[config.mk]
export PLATFORM = sky130hd
export DESIGN_NAME = pump_pulse_control_with_restart_lockout
export DESIGN_NICKNAME = d
export VERILOG_FILES = /design/src/rtl/core/pprl_pkg.sv /design/src/rtl/core/pprl_cfg.sv /design/src/rtl/core/pprl_drive.sv /design/src/rtl/core/pprl_debounce.sv /design/src/rtl/core/pump_pulse_control_with_restart_lockout.sv
export SDC_FILE = /design/constraint.sdc
export NUM_CORES = 1
export LEC_CHECK = 0
export BUFFER_PORTS_ARGS = -buffer_cell sky130_fd_sc_hd__buf_4
export CORE_UTILIZATION = 60
export CTS_BUF_LIST = sky130_fd_sc_hd__clkbuf_16
export DETAILED_ROUTE_END_ITERATION = 10
export PLACE_DENSITY_LB_ADDON = 0.15
export SLEW_MARGIN = 20
export SYNTH_ARGS = -nofsm -noshare
export SYNTH_HDL_FRONTEND = slang
export SYNTH_SLANG_ARGS = --single-unit
[constraint.sdc]
create_clock -name clk -period 3.7 [get_ports clk]
set_input_delay 0.37 -clock clk [delete_from_list [all_inputs] [get_ports clk]]
set_output_delay 0.37 -clock clk [all_outputs]
set_load 0.01 [all_outputs]
[src/rtl/core/pprl_pkg.sv]
package pprl_pkg;

    // Register map, word index (byte address = 4 * index)
    localparam int unsigned CFG_AW = 5;
    localparam logic [2:0] REG_READ_INTERVAL = 3'd0;
    localparam logic [2:0] REG_SAMPLE_SPACING = 3'd1;
    localparam logic [2:0] REG_ON_FIRST = 3'd2;
    localparam logic [2:0] REG_ON_SECOND = 3'd3;
    localparam logic [2:0] REG_OFF_PULSE = 3'd4;
    localparam logic [2:0] REG_LOCKOUT = 3'd5;

    // Reset values of the registers
    localparam logic [15:0] RST_READ_INTERVAL = 16'd1000;
    localparam logic [7:0] RST_SAMPLE_SPACING = 8'd10;
    localparam logic [15:0] RST_ON_FIRST = 16'd500;
    localparam logic [15:0] RST_ON_SECOND = 16'd500;
    localparam logic [15:0] RST_OFF_PULSE = 16'd500;
    localparam logic [23:0] RST_LOCKOUT = 24'd180000;

    // Request codes on the op field
    localparam logic [1:0] OP_NONE = 2'd0;
    localparam logic [1:0] OP_ON = 2'd1;
    localparam logic [1:0] OP_OFF = 2'd2;

    typedef enum logic [1:0] {
        DRV_IDLE = 2'd0,
        DRV_ON = 2'd1,
        DRV_OFF = 2'd2
    } drive_phase_t;

    typedef enum logic [2:0] {
        RS_NONE = 3'd0,
        RS_STARTED = 3'd1,
        RS_LOCKED_OUT = 3'd2,
        RS_ALREADY_ON = 3'd3,
        RS_ALREADY_OFF = 3'd4
    } req_status_t;

    typedef struct packed {
        logic [15:0] read_interval;
        logic [7:0] sample_spacing;
        logic [15:0] on_first;
        logic [15:0] on_second;
        logic [15:0] off_pulse;
        logic [23:0] lockout;
    } pprl_cfg_t;

    // Debounce side state seen by the drive sequencer
    typedef struct packed {
        logic running;
        logic lockout_busy;
    } pprl_pump_t;

endpackage

[src/rtl/core/pprl_cfg.sv]
module pprl_cfg (
    input  logic clk,
    input  logic rst_n,
    input  logic psel,
    input  logic penable,
    input  logic pwrite,
    input  logic [pprl_pkg::CFG_AW-1:0] paddr,
    input  logic [31:0] pwdata,
    output logic [31:0] prdata,
    output logic pready,
    output pprl_pkg::pprl_cfg_t cfg
);
    import pprl_pkg::*;

    pprl_cfg_t cfg_reg;
    pprl_cfg_t cfg_next;
    logic [2:0] idx;
    logic wr_en;

    assign idx = paddr[4:2];
    assign wr_en = psel && penable && pwrite;
    assign pready = 1'b1;
    assign cfg = cfg_reg;

    always_comb
    begin
        cfg_next = cfg_reg;
        if (wr_en)
        begin
            case (idx)
                REG_READ_INTERVAL:  cfg_next.read_interval = pwdata[15:0];
                REG_SAMPLE_SPACING: cfg_next.sample_spacing = pwdata[7:0];
                REG_ON_FIRST:       cfg_next.on_first = pwdata[15:0];
                REG_ON_SECOND:      cfg_next.on_second = pwdata[15:0];
                REG_OFF_PULSE:      cfg_next.off_pulse = pwdata[15:0];
                REG_LOCKOUT:        cfg_next.lockout = pwdata[23:0];
                default:            cfg_next = cfg_reg;
            endcase
        end
    end

    always_comb
    begin
        case (idx)
            REG_READ_INTERVAL:  prdata = {16'd0, cfg_reg.read_interval};
            REG_SAMPLE_SPACING: prdata = {24'd0, cfg_reg.sample_spacing};
            REG_ON_FIRST:       prdata = {16'd0, cfg_reg.on_first};
            REG_ON_SECOND:      prdata = {16'd0, cfg_reg.on_second};
            REG_OFF_PULSE:      prdata = {16'd0, cfg_reg.off_pulse};
            REG_LOCKOUT:        prdata = {8'd0, cfg_reg.lockout};
            default:            prdata = 32'd0;
        endcase
    end

    always_ff @(posedge clk or negedge rst_n)
    begin
        if (!rst_n)
        begin
            cfg_reg.read_interval <= RST_READ_INTERVAL;
            cfg_reg.sample_spacing <= RST_SAMPLE_SPACING;
            cfg_reg.on_first <= RST_ON_FIRST;
            cfg_reg.on_second <= RST_ON_SECOND;
            cfg_reg.off_pulse <= RST_OFF_PULSE;
            cfg_reg.lockout <= RST_LOCKOUT;
        end
        else
        begin
            cfg_reg <= cfg_next;
        end
    end

endmodule

[src/rtl/core/pprl_drive.sv]
module pprl_drive (
    input  logic clk,
    input  logic rst_n,
    input  logic step,
    input  logic [1:0] op,
    input  pprl_pkg::pprl_cfg_t cfg,
    input  pprl_pkg::pprl_pump_t pump,
    output pprl_pkg::drive_phase_t phase_next,
    output pprl_pkg::req_status_t status,
    output logic debounce_ok
);
    import pprl_pkg::*;

    drive_phase_t phase_reg;
    logic [16:0] wait_reg;
    logic [16:0] wait_next;
    logic pend_reg;
    logic pend_next;
    logic pend_on_reg;
    logic pend_on_next;
    logic [16:0] on_len;

    assign on_len = {1'b0, cfg.on_first} + {1'b0, cfg.on_second};

    always_comb
    begin
        phase_next = phase_reg;
        wait_next = wait_reg;
        pend_next = pend_reg;
        pend_on_next = pend_on_reg;
        status = RS_NONE;
        debounce_ok = 1'b1;

        // latest request wins over one still waiting
        if (op == OP_ON)
        begin
            pend_next = 1'b1;
            pend_on_next = 1'b1;
        end
        else if (op == OP_OFF)
        begin
            pend_next = 1'b1;
            pend_on_next = 1'b0;
        end

        if (phase_reg != DRV_IDLE)
        begin
            debounce_ok = 1'b0;
            if (wait_reg <= 17'd1)
            begin
                phase_next = DRV_IDLE;
                wait_next = 17'd0;
            end
            else
            begin
                wait_next = wait_reg - 17'd1;
            end
        end
        else if (pend_next)
        begin
            pend_next = 1'b0;
            if (pend_on_next)
            begin
                if (pump.lockout_busy)
                    status = RS_LOCKED_OUT;
                else if (pump.running)
                    status = RS_ALREADY_ON;
                else
                begin
                    status = RS_STARTED;
                    phase_next = DRV_ON;
                    wait_next = on_len;
                    debounce_ok = 1'b0;
                end
            end
            else
            begin
                if (!pump.running)
                    status = RS_ALREADY_OFF;
                else
                begin
                    status = RS_STARTED;
                    phase_next = DRV_OFF;
                    wait_next = {1'b0, cfg.off_pulse};
                    debounce_ok = 1'b0;
                end
            end
        end
    end

    always_ff @(posedge clk or negedge rst_n)
    begin
        if (!rst_n)
        begin
            phase_reg <= DRV_IDLE;
            wait_reg <= 17'd0;
            pend_reg <= 1'b0;
            pend_on_reg <= 1'b0;
        end
        else if (step)
        begin
            phase_reg <= phase_next;
            wait_reg <= wait_next;
            pend_reg <= pend_next;
            pend_on_reg <= pend_on_next;
        end
    end

endmodule

[src/rtl/core/pprl_debounce.sv]
module pprl_debounce (
    input  logic clk,
    input  logic rst_n,
    input  logic step,
    input  logic contact,
    input  logic debounce_ok,
    input  pprl_pkg::pprl_cfg_t cfg,
    output pprl_pkg::pprl_pump_t pump,
    output logic running_next,
    output logic [23:0] lock_next
);
    import pprl_pkg::*;

    logic [1:0] phase_reg;
    logic [1:0] phase_next;
    logic [2:0] hs_reg;
    logic [2:0] hs_next;
    logic [2:0] hs_sum;
    logic [15:0] wait_reg;
    logic [15:0] wait_next;
    logic running_reg;
    logic [23:0] lock_reg;
    logic [23:0] lock_dec;

    // lockout counts down first, the drive side sees the decremented value
    assign lock_dec = (lock_reg != 24'd0) ? lock_reg - 24'd1 : lock_reg;
    assign pump.running = running_reg;
    assign pump.lockout_busy = (lock_dec != 24'd0);
    assign hs_sum = (phase_reg == 2'd0) ? {2'b00, contact} : hs_reg + {2'b00, contact};

    always_comb
    begin
        phase_next = phase_reg;
        hs_next = hs_reg;
        wait_next = wait_reg;
        running_next = running_reg;
        lock_next = lock_dec;
        if (debounce_ok)
        begin
            if (wait_reg != 16'd0)
                wait_next = wait_reg - 16'd1;
            else
            begin
                hs_next = hs_sum;
                if (phase_reg == 2'd3)
                begin
                    phase_next = 2'd0;
                    wait_next = cfg.read_interval;
                    if (hs_sum == 3'd4)
                        running_next = 1'b1;
                    else if (hs_sum == 3'd0)
                    begin
                        if (running_reg)
                            lock_next = cfg.lockout;
                        running_next = 1'b0;
                    end
                end
                else
                begin
                    phase_next = phase_reg + 2'd1;
                    wait_next = (cfg.sample_spacing == 8'd0) ? 16'd0
                              : {8'd0, cfg.sample_spacing - 8'd1};
                end
            end
        end
    end

    always_ff @(posedge clk or negedge rst_n)
    begin
        if (!rst_n)
        begin
            phase_reg <= 2'd0;
            hs_reg <= 3'd0;
            wait_reg <= 16'd0;
            running_reg <= 1'b0;
            lock_reg <= 24'd0;
        end
        else if (step)
        begin
            phase_reg <= phase_next;
            hs_reg <= hs_next;
            wait_reg <= wait_next;
            running_reg <= running_next;
            lock_reg <= lock_next;
        end
    end

endmodule

[src/rtl/core/pump_pulse_control_with_restart_lockout.sv]
// Pump pulse controller with restart lockout. Every input word is one 1 ms
// tick carrying the pump contact level and an optional on/off request; every
// input word yields exactly one result word with the drive line levels, the
// debounced pump state, the lockout countdown and the status of a request
// served on that tick. One word is taken per clock cycle, sustained, while
// the result register is free or being emptied; a word goes through an input
// register and a result register, so its result word is valid on the master side
// once in the result register and can be taken at the next edge. All tick arithmetic
// (debounce counters, pulse timer, lockout countdown) sits between those two
// registers. Registers are written over the APB port at byte address 4*index
// and should only be changed while no word is in flight.
module pump_pulse_control_with_restart_lockout (
    input  logic clk,
    input  logic rst_n,
    // slave side
    input  logic s_axis_tvalid,
    output logic s_axis_tready,
    input  logic [7:0] s_axis_tdata,    // [0] contact, [2:1] op
    // master side
    output logic m_axis_tvalid,
    input  logic m_axis_tready,
    output logic [31:0] m_axis_tdata,   // [0] on_drive, [1] off_drive, [2] pump_running,
                                        // [3] lockout_active, [27:4] lockout_left_ms,
                                        // [30:28] request_status
    // configuration
    input  logic psel,
    input  logic penable,
    input  logic pwrite,
    input  logic [pprl_pkg::CFG_AW-1:0] paddr,
    input  logic [31:0] pwdata,
    output logic [31:0] prdata,
    output logic pready
);
    import pprl_pkg::*;

    pprl_cfg_t cfg;
    pprl_pump_t pump;
    drive_phase_t phase_next;
    req_status_t status;
    logic debounce_ok;
    logic running_next;
    logic [23:0] lock_next;

    // input register
    logic in_valid_reg;
    logic contact_reg;
    logic [1:0] op_reg;

    // result register
    logic out_valid_reg;
    logic [31:0] out_data_reg;
    logic [31:0] out_data_next;

    logic advance;      // result register free or being emptied
    logic step;         // one tick is evaluated and retired this cycle

    assign advance = !out_valid_reg || m_axis_tready;
    assign s_axis_tready = !in_valid_reg || advance;
    assign step = in_valid_reg && advance;

    assign m_axis_tvalid = out_valid_reg;
    assign m_axis_tdata = out_data_reg;

    pprl_cfg u_cfg (
        .clk     (clk),
        .rst_n   (rst_n),
        .psel    (psel),
        .penable (penable),
        .pwrite  (pwrite),
        .paddr   (paddr),
        .pwdata  (pwdata),
        .prdata  (prdata),
        .pready  (pready),
        .cfg     (cfg)
    );

    // drive sequencer runs first; it decides if debounce may run this tick
    pprl_drive u_drive (
        .clk         (clk),
        .rst_n       (rst_n),
        .step        (step),
        .op          (op_reg),
        .cfg         (cfg),
        .pump        (pump),
        .phase_next  (phase_next),
        .status      (status),
        .debounce_ok (debounce_ok)
    );

    pprl_debounce u_debounce (
        .clk          (clk),
        .rst_n        (rst_n),
        .step         (step),
        .contact      (contact_reg),
        .debounce_ok  (debounce_ok),
        .cfg          (cfg),
        .pump         (pump),
        .running_next (running_next),
        .lock_next    (lock_next)
    );

    // result reflects state after the tick
    assign out_data_next = {1'b0,
                            status,
                            lock_next,
                            (lock_next != 24'd0),
                            running_next,
                            (phase_next == DRV_OFF),
                            (phase_next == DRV_ON)};

    always_ff @(posedge clk or negedge rst_n)
    begin
        if (!rst_n)
        begin
            in_valid_reg <= 1'b0;
            out_valid_reg <= 1'b0;
        end
        else
        begin
            if (s_axis_tready)
                in_valid_reg <= s_axis_tvalid;
            if (advance)
                out_valid_reg <= in_valid_reg;
        end
    end

    always_ff @(posedge clk)
    begin
        if (s_axis_tready && s_axis_tvalid)
        begin
            contact_reg <= s_axis_tdata[0];
            op_reg <= s_axis_tdata[2:1];
        end
        if (step)
            out_data_reg <= out_data_next;
    end

endmodule

==> Yosys cells after proc, flatten, opt, wreduce, memory -nomap -nowiden <==
Index checks and enable logic that the tools add are counted.
{ "totals": {"out_inout_bits": 67, "ff_bits": 199, "word_cells": 120} }
{ "op_classes": {"n_reduce_logical": 29, "n_mux": 47, "addsub": 7, "n_eq_ne": 13, "bitwise": 2, "n_lt_le_gt_ge": 1} }
{ "ops": {"columns": ["operator", "n"], "rows": [
  ["2-to-1 mux 24 bit", 7],
  ["one-hot mux 24 bit (6 select lines)", 1],
  ["2-to-1 mux 17 bit", 7],
  ["nonzero test 24 bit", 3],
  ["2-to-1 mux 16 bit", 2],
  ["subtractor 24 x 1 -> 24 bit, second input constant", 1],
  ["2-to-1 mux 2 bit", 9],
  ["adder 16 x 16 -> 17 bit", 1],
  ["<= comparator 17 x 1 -> 1 bit, second input constant", 1],
  ["subtractor 17 x 1 -> 17 bit, second input constant", 1],
  ["2-to-1 mux 1 bit", 16],
  ["nonzero test 16 bit", 1],
  ["subtractor 16 x 1 -> 16 bit, second input constant", 1],
  ["AND reduction 2 bit", 7],
  ["2-to-1 mux 3 bit", 4],
  ["== test 3 bit, second input constant", 3],
  ["zero test 8 bit", 1],
  ["2-to-1 mux 8 bit", 1],
  ["subtractor 8 x 1 -> 8 bit, second input constant", 1],
  ["== test 2 bit, second input constant", 3],
  ["== test 3 x 2 -> 1 bit, second input constant", 2],
  ["zero test 3 bit", 2],
  ["inequality test 3 bit, second input constant", 2],
  ["AND reduction 5 bit", 1],
  ["other kinds (13)", 21]
]} }

==> Depth between registers and ports, before layout <==
Gate-level depths: netlist (run 1).
{ "logic_depth": {"depth_word": 9, "ltp_mapped": 15, "ltp_nobuf": 12} }

==> Modules after synthesis <==
Synthesis (run 1) repeated with hierarchy kept, for this count alone.
{ "hier_totals": {"hier_cells": 1087, "hier_area_um2": 11752.5} }
{ "modules_own_cells": {"columns": ["mod", "cells_each", "area_each_um2", "instances"], "rows": [
  ["pprl_cfg", 332, 4687.0, 1],
  ["pprl_debounce", 411, 3589.7, 1],
  ["pprl_drive", 290, 2290.9, 1],
  ["pump_pulse_control_with_restart_lockout", 54, 1184.9, 1]
]} }

==> Worst setup path after synthesis (run 1) <==
No wires, ideal clock.
{ "synth_timing": {"path_type": "register to register", "start": "register u_debounce.wait_reg[0]", "end": "register out_data_reg[3], in the netlist m_axis_tdata[3] (data pin)", "path_stages_with_launch": 14, "slack_ns": 0.575, "arrival_time_ns": 2.850, "synth_period_minus_slack_ns": 3.125, "t_required_ns": 3.425, "setup_ns": 0.275, "path_cell_list": "dfrtp_1 > inv_1 > ha_1 > or4b_1 > clkbuf_1 > or4_1 > buf_2 > nor2_4 > nand4b_4 > buf_2 > o31ai_1 > nand2_1 > nor4_1 > nand4_1"} }
{ "synth_via": {"elab_chain_cells": 4} }
{ "synth_rtl": {"columns": ["item", "line_no", "source"], "rows": [
  ["from (decl)", "pprl_debounce.sv:19", "logic [15:0] wait_reg;"],
  ["from (signal assigned)", "pprl_debounce.sv:82", "wait_reg <= wait_next;"],
  ["nonzero test 16 bit", "pprl_debounce.sv:40", "if (wait_reg != 16'd0)"],
  ["2-to-1 mux 24 bit", "pprl_debounce.sv:40", null],
  ["2-to-1 mux 24 bit", "pprl_debounce.sv:38", "if (debounce_ok)"],
  ["nonzero test 24 bit", "pump_pulse_control_with_restart_lockout.sv:106", "(lock_next != 24'd0),"],
  ["named net out_data_next[3]", "pump_pulse_control_with_restart_lockout.sv:52", "logic [31:0] out_data_next;"],
  ["to (signal assigned)", "pump_pulse_control_with_restart_lockout.sv:135", "out_data_reg <= out_data_next;"],
  ["to (decl)", "pump_pulse_control_with_restart_lockout.sv:51", "logic [31:0] out_data_reg;"]
]} }
The timed path passes the listed nets, and every way through them passes these cells.
A chain may end at the register's enable or synchronous reset.

==> Final worst setup path (run 1) <==
{ "layout_timing": {"start": "register u_debounce.wait_reg[0]", "end": "register out_data_reg[3], in the netlist m_axis_tdata[3] (data pin)"} }
{ "layout_via": {"elab_chain_cells": 4} }
{ "layout_rtl": {"columns": ["item", "line_no", "source"], "rows": [
  ["nonzero test 16 bit", "pprl_debounce.sv:40", null],
  ["2-to-1 mux 24 bit", "pprl_debounce.sv:40", null],
  ["2-to-1 mux 24 bit", "pprl_debounce.sv:38", null],
  ["named net lock_next[16]", "pump_pulse_control_with_restart_lockout.sv:42", "logic [23:0] lock_next;"],
  ["nonzero test 24 bit", "pump_pulse_control_with_restart_lockout.sv:106", null],
  ["named net out_data_next[3]", "pump_pulse_control_with_restart_lockout.sv:52", null]
]} }
The timed path passes the listed nets, and every way through them passes these cells.

==> results of run 1 <==
[worst max path at each step]
stage               slack, ps                 endpoint  depth (start not counted)                    from
detailed placement        220  u_debounce.wait_reg[14]                         13  u_debounce.lock_reg[0]
global route               90  u_debounce.wait_reg[10]                         13  u_debounce.lock_reg[0]
floorplan                 580          m_axis_tdata[3]                         13  u_debounce.wait_reg[0]
CTS                       180  u_debounce.wait_reg[14]                         13  u_debounce.lock_reg[0]
global placement          290   u_debounce.wait_reg[6]                         13  u_debounce.lock_reg[0]
finish                    240          m_axis_tdata[3]                         11  u_debounce.wait_reg[0]
[cells by family (layout without fill, tap and decap cells)]
group                    count (synthesis)  in the layout  share of synthesized area, %
AO/OA/AOI/OAI                          260            260                          14.6
other                                    2             10                        0.0653
buffers and inverters                  104            219                          3.97
multiplexers                           141            141                          13.8
adder cells (fa/ha/maj)                 27             27                          3.00
AND/OR/NAND/NOR                        384            384                          16.8
XOR/XNOR                                35             35                          2.66
flip-flops                             199            199                          45.1
[layout make-up]
type                    instances  area (um2)
fillers                      1426        5490
clock buffers                  19         475
well taps                     234         293
inverters                      35         131
multi-input cells             857        5920
flip-flops and latches        199        5190
repair buffers                153        1180
clock inverters                12        86.3
[timing repair]
item / in CTS / in global routing
hold endpoints to repair: 5 / 0
resized for setup: 0 / 5
setup buffers: 0 / 0
setup endpoints to repair: 0 / 23
hold buffers: 1 / 0
[power breakdown]
group	total, W	switching [W]	leakage, nW	internal [W]
Sequential	0.00347	0.000584	2.37	0.00289
Combinational	0.00346	0.00189	3.24	0.00156
Clock	0.00180	0.000859	0.275	0.000944
Total	0.00873	0.00334	5.88	0.00539
[Yosys cell counts (6+ instances only)]
library cell  number
a211oi_1           9
a21o_1             6
a21oi_1           66
a221oi_1           7
a22oi_1           14
a31oi_1            6
and2_1             8
and3_1            14
buf_1              6
buf_2             14
buf_4             11
clkbuf_1          37
dfrtp_1          130
dfstp_2           35
edfxtp_1          34
ha_1              26
inv_1             35
mux2_2           118
mux2i_1           21
nand2_1          112
nand2b_1          13
nand3_1           14
nand4_1           10
nor2_1           106
nor2b_1           10
nor3_1            28
nor4_1            18
o21a_1            10
o21ai_0           67
o221ai_1          12
o22ai_1            9
o31ai_1           10
or3_1             10
or4_1              8
xnor2_1           22
xor2_1            13
[worst reg2reg max path: cells and delay by family, from the launching register on]
| family | cells | cell delay (ps) |
|---|---|---|
| flip-flops | 1 | 390 |
| adder cells (fa/ha/maj) | 1 | 200 |
| AND/OR/NAND/NOR | 8 | 2220 |
| buffers and inverters | 2 | 360 |
[placed cells by master, fill, tap and decap left out, types with 12 or more instances in the layout]
cell type,Yosys,final
and3_1,14,14
ha_1,26,26
nand3_1,14,14
buf_4,11,149
o221ai_1,12,12
o21ai_0,67,67
dfstp_2,35,35
xnor2_1,22,22
a22oi_1,14,14
nor3_1,28,27
dfrtp_1,130,130
mux2_2,118,118
nor2_1,106,106
edfxtp_1,34,34
inv_1,35,35
a21oi_1,66,65
mux2i_1,21,21
nor4_1,18,18
nand2_1,112,112
nand2b_1,13,13
xor2_1,13,13
clkbuf_16,0,19
[metal layers]
metal / track usage [%] / vias up
met5: 0 / -
met4: 17.6 / 0
met3: 5.50 / 93
met2: 52.6 / 402
met1: 42.8 / 4758
li1: - / 4438
[stage by stage]
step | power [W] | setup slack (ps)
floorplan | 0.00559 | 575
global placement | 0.00676 | 289
detailed placement | 0.00685 | 223
CTS | 0.00867 | 182
global route | 0.00923 | 90.7
finish | 0.00873 | 237
==> impl_metrics.ini, run 1 <==
[floorplan]
core_area_um2 = 18800
die_h_um = 140
initial_core_util_pct = 61.3
die_width_um = 140
die_area_um2 = 19700
rows = 50
ios = 119

[timing]
relSlewSlack_pct = 45.5
hold_viol = 0
holdWs_ps = 102
max_freq_mhz = 289
finalCritPeriodShare_pct = 93.6
rsz0062_at_grt = false
skew_ps = 17.3
period_needed_ps = 3460
maxSlewViolCount = 0
setup_viol = 0
tightest_slew_ps = 814
setup_tns_ps = 0

[clock_network]
clkSinkCount = 199
cts_tree = built
clock_latency_ps = 450
path_clk_slew_ps = 80
htreeDepth = 4
numCtsBuffers = 17
cts.path.max_buffers = 2
root_buffer = clkbuf_16

[power]
leakagePower_nw = 5.88
peakVddDrop_mv = 0.389
p_per_area_nw_per_um2 = 658

[finish]
drive_above_1_share_pct = 28.0
area_growth_pct = 15.4
post-route-util_pct = 70.7
diodes = 0
final_cell_area_um2 = 13300
stdcell_count = 1509
layout.nets = 1342
largest_reg_flops = 96

[setup_path]
cp.required_ps = 3850
crit_type = flip-flop to flip-flop
rr_endpoint = m_axis_tdata[3]
cpPeakStageDelay_ps = 650
crit_fanout = 15
crit_path_end_kind = flip-flop
critPathMostFrequentCell = nor2_1
cpLargestDelayFamily = simple AND/OR/NAND/NOR gates
critPathArrivalTime_ps = 3610
r2r_start = u_debounce.wait_reg[0]
cp_slowest_cell = or4_1
critPathLaunchType = flip-flop
reg2regPathDepth = 11
regToRegSetupSlack_ps = 240
crit_chain = inv_1 > ha_1 > or4b_1 > or4_1 > nor2_4 > nand4b_4 > buf_4 > nor2_1 > nor2_1 > nor4_1 > nand4_1
crit_buf_inv = 2

[routing]
ant_nets = 0
num_vias = 9691
top_layer = met4
route.met3.wl_mm = 1.94
drt_first_pass_iters = 5
routed_wirelength_mm = 31.2
drc_errors = 0
met2WireLength_mm = 15.2
wl_met1_mm = 12.7
avgRoutedWirePerCell_um = 20.7
drt-vias-per-instance = 6.42
drt_iter0_drc = 847

[yosys]
synth.largest_area_cell = dfrtp_1
synth-seq-cells = 199
synth_seq_area_share_pct = 45.1
ys_async_sr_fraction_pct = 82.9
synthFlopType = dfrtp_1
syn_area_per_cell_um2 = 9.99
synth-edff-count = 34
ys_types = 79
yosys_warnings = 0
synthDominantCellAreaShare_pct = 28.3
synthTopCellsByArea = dfrtp_1 28%, mux2_2 12%, edfxtp_1 8.9%, dfstp_2 8.0%, nand2_1 3.7%
syn-cell-area_um2 = 11500
syn_inst = 1152

[min_path]
min_path_type = primary input to flip-flop
holdPathEnd = op_reg[1]
whs_path_depth = 1
min_from = s_axis_tdata[2]

[global_routing]
gr-total-overflow = 0
grt_pass1_vias = 9355
grt_max_degree = 80
antenna_found_initial = 0
grt_first_pass_wirelength_mm = 49.8
grtUsageTotal_pct = 32.8

[place]
dp.cells = 1477
dp_hpwl_mm = 22.5
numPortBuffers = 93
place_area_um2 = 12700
routabilityCongestion = 0.993

[run]
maxCapViolations = 0

[run_status]
status = completed
No activity file was read; power rests on OpenSTA's default activity.
==> inputs of run 2 (changes only) <==
--- a/config.mk
+++ b/config.mk
@@ -7,7 +7,6 @@
 export LEC_CHECK = 0
 export BUFFER_PORTS_ARGS = -buffer_cell sky130_fd_sc_hd__buf_4
 export CORE_UTILIZATION = 60
-export CTS_BUF_LIST = sky130_fd_sc_hd__clkbuf_16
 export DETAILED_ROUTE_END_ITERATION = 10
 export PLACE_DENSITY_LB_ADDON = 0.15
 export SLEW_MARGIN = 20
==> run 2 against run 1 <==
Clock skew hardly changed. Fmax is 0.20% higher. Die area stayed put. Critical path type unchanged. Combinational power hardly changed.
==> impl_metrics.ini, run 2 (synthesis gave the netlist of run 1 again) <==
[run_status]
status = completed

[clock_network]
cts.path.max_buffers = 2
htreeDepth = 4
numCtsBuffers = 17
path_clk_slew_ps = 80
root_buffer = clkbuf_16
clkSinkCount = 199
cts_tree = built
clock_latency_ps = 450

[routing]
drt_iter0_drc = 846
avgRoutedWirePerCell_um = 20.7
num_vias = 9696
drt-vias-per-instance = 6.43
drc_errors = 0
ant_nets = 0
drt_first_pass_iters = 5
routed_wirelength_mm = 31.2

[floorplan]
die_area_um2 = 19700
ios = 119
rows = 50
die_h_um = 140
initial_core_util_pct = 61.3
die_width_um = 140
core_area_um2 = 18800

[finish]
layout.nets = 1342
drive_above_1_share_pct = 28.0
mostFrequentLayoutCells = 149 x buf_4, 130 x dfrtp_1, 118 x mux2_2
final_common_cell = buf_4
largest_reg_flops = 96
area_growth_pct = 15.4
diodes = 0

[min_path]
whs_path_depth = 1
min_from = s_axis_tdata[2]
min_path_type = primary input to flip-flop
holdPathEnd = op_reg[1]

[timing]
setup_viol = 0
finalCritPeriodShare_pct = 93.4
skew_ps = 17.3
relSlewSlack_pct = 45.3
period_needed_ps = 3460
tightest_slew_ps = 818
maxSlewViolCount = 0
rsz0062_at_grt = false
setup_tns_ps = 0
max_freq_mhz = 289
holdWs_ps = 102
hold_viol = 0

[setup_path]
crit_buf_inv = 2
rr_endpoint = m_axis_tdata[3]
regToRegSetupSlack_ps = 240
critPathArrivalTime_ps = 3600
crit_type = flip-flop to flip-flop
r2r_start = u_debounce.wait_reg[0]
crit_chain = inv_1 > ha_1 > or4b_1 > or4_1 > nor2_4 > nand4b_4 > buf_4 > nor2_1 > nor2_1 > nor4_1 > nand4_1
cpLargestDelayFamily = simple AND/OR/NAND/NOR gates
cp_slowest_cell = or4_1
reg2regPathDepth = 11
startpoint = u_debounce.wait_reg[0]
critPathMostFrequentCell = nor2_1
cpPeakStageDelay_ps = 650
cp.required_ps = 3840
critPathLaunchType = flip-flop
crit_fanout = 15
crit_path_end_kind = flip-flop

[global_routing]
grt_first_pass_wirelength_mm = 49.8
grt_max_degree = 80
gr-total-overflow = 0
grt_pass1_vias = 9355
antenna_found_initial = 0
grtUsageTotal_pct = 32.8

[power]
totalPowerFinal_w = 0.00873
p_per_area_nw_per_um2 = 658
leakagePower_nw = 5.88
peakVddDrop_mv = 0.389

[run]
maxCapViolations = 0

[place]
routabilityCongestion = 0.993
dp_hpwl_mm = 22.5
numPortBuffers = 93
[run 2: worst max path at each step]
stage | to | depth (start not counted) | slack (ps)
detailed placement | u_debounce.wait_reg[14] | 13 | 220
finish | m_axis_tdata[3] | 11 | 240
CTS | u_debounce.wait_reg[14] | 13 | 180
global route | u_debounce.wait_reg[10] | 13 | 90
floorplan | m_axis_tdata[3] | 13 | 580
global placement | u_debounce.wait_reg[6] | 13 | 290
[run 2: per-stage QoR]
step	setup WS [ps]	util [%]	instances	instance area (um2)
detailed placement	223	67.6	1477	12700
finish	244	70.7	1509	13300
CTS	182	70.6	1509	13300
floorplan	575	-	1160	11500
global route	90.7	70.7	1509	13300
global placement	289	67.6	1477	12700
[run 2: cell type report]
| cell class | instances | area, um2 |
|---|---|---|
| well taps | 234 | 293 |
| multi-input cells | 857 | 5920 |
| inverters | 35 | 131 |
| clock inverters | 11 | 82.6 |
| flip-flops and latches | 199 | 5190 |
| repair buffers | 153 | 1180 |
| fillers | 1426 | 5490 |
| clock buffers | 20 | 479 |
[run 2: power by group]
| part | internal (W) | switching (W) | total, W |
|---|---|---|---|
| combinational | 0.00156 | 0.00189 | 0.00345 |
| clock | 0.000947 | 0.000859 | 0.00181 |
| sequential | 0.00289 | 0.000583 | 0.00347 |
| total | 0.00540 | 0.00334 | 0.00873 |
[run 2: worst reg2reg max path, cell delays in order, from the launching register on]
cell and delay, ps:
dfrtp_1 390, inv_1 80, ha_1 200, or4b_1 480
or4_1 650, nor2_4 220, nand4b_4 250, buf_4 280
nor2_1 100, nor2_1 80, nor4_1 290, nand4_1 150
[run 2: what timing repair did]
| action | CTS | global route |
|---|---|---|
| hold endpoints to repair | 5 | 0 |
| endpoints found under the setup margin | 0 | 23 |
| resized for setup | 0 | 5 |
| hold buffers | 1 | 0 |
| setup buffers | 0 | 0 |
[run 2: routing by layer]
metal	GRT usage (%)	vias up	share of wire, %	routed length (um)
li1	-	4436	-	-
met1	42.8	4765	41	12700
met2	52.6	401	48	15100
met3	5.50	94	6.2	1920
met4	17.6	0	4.7	1470
met5	0	-	0	0
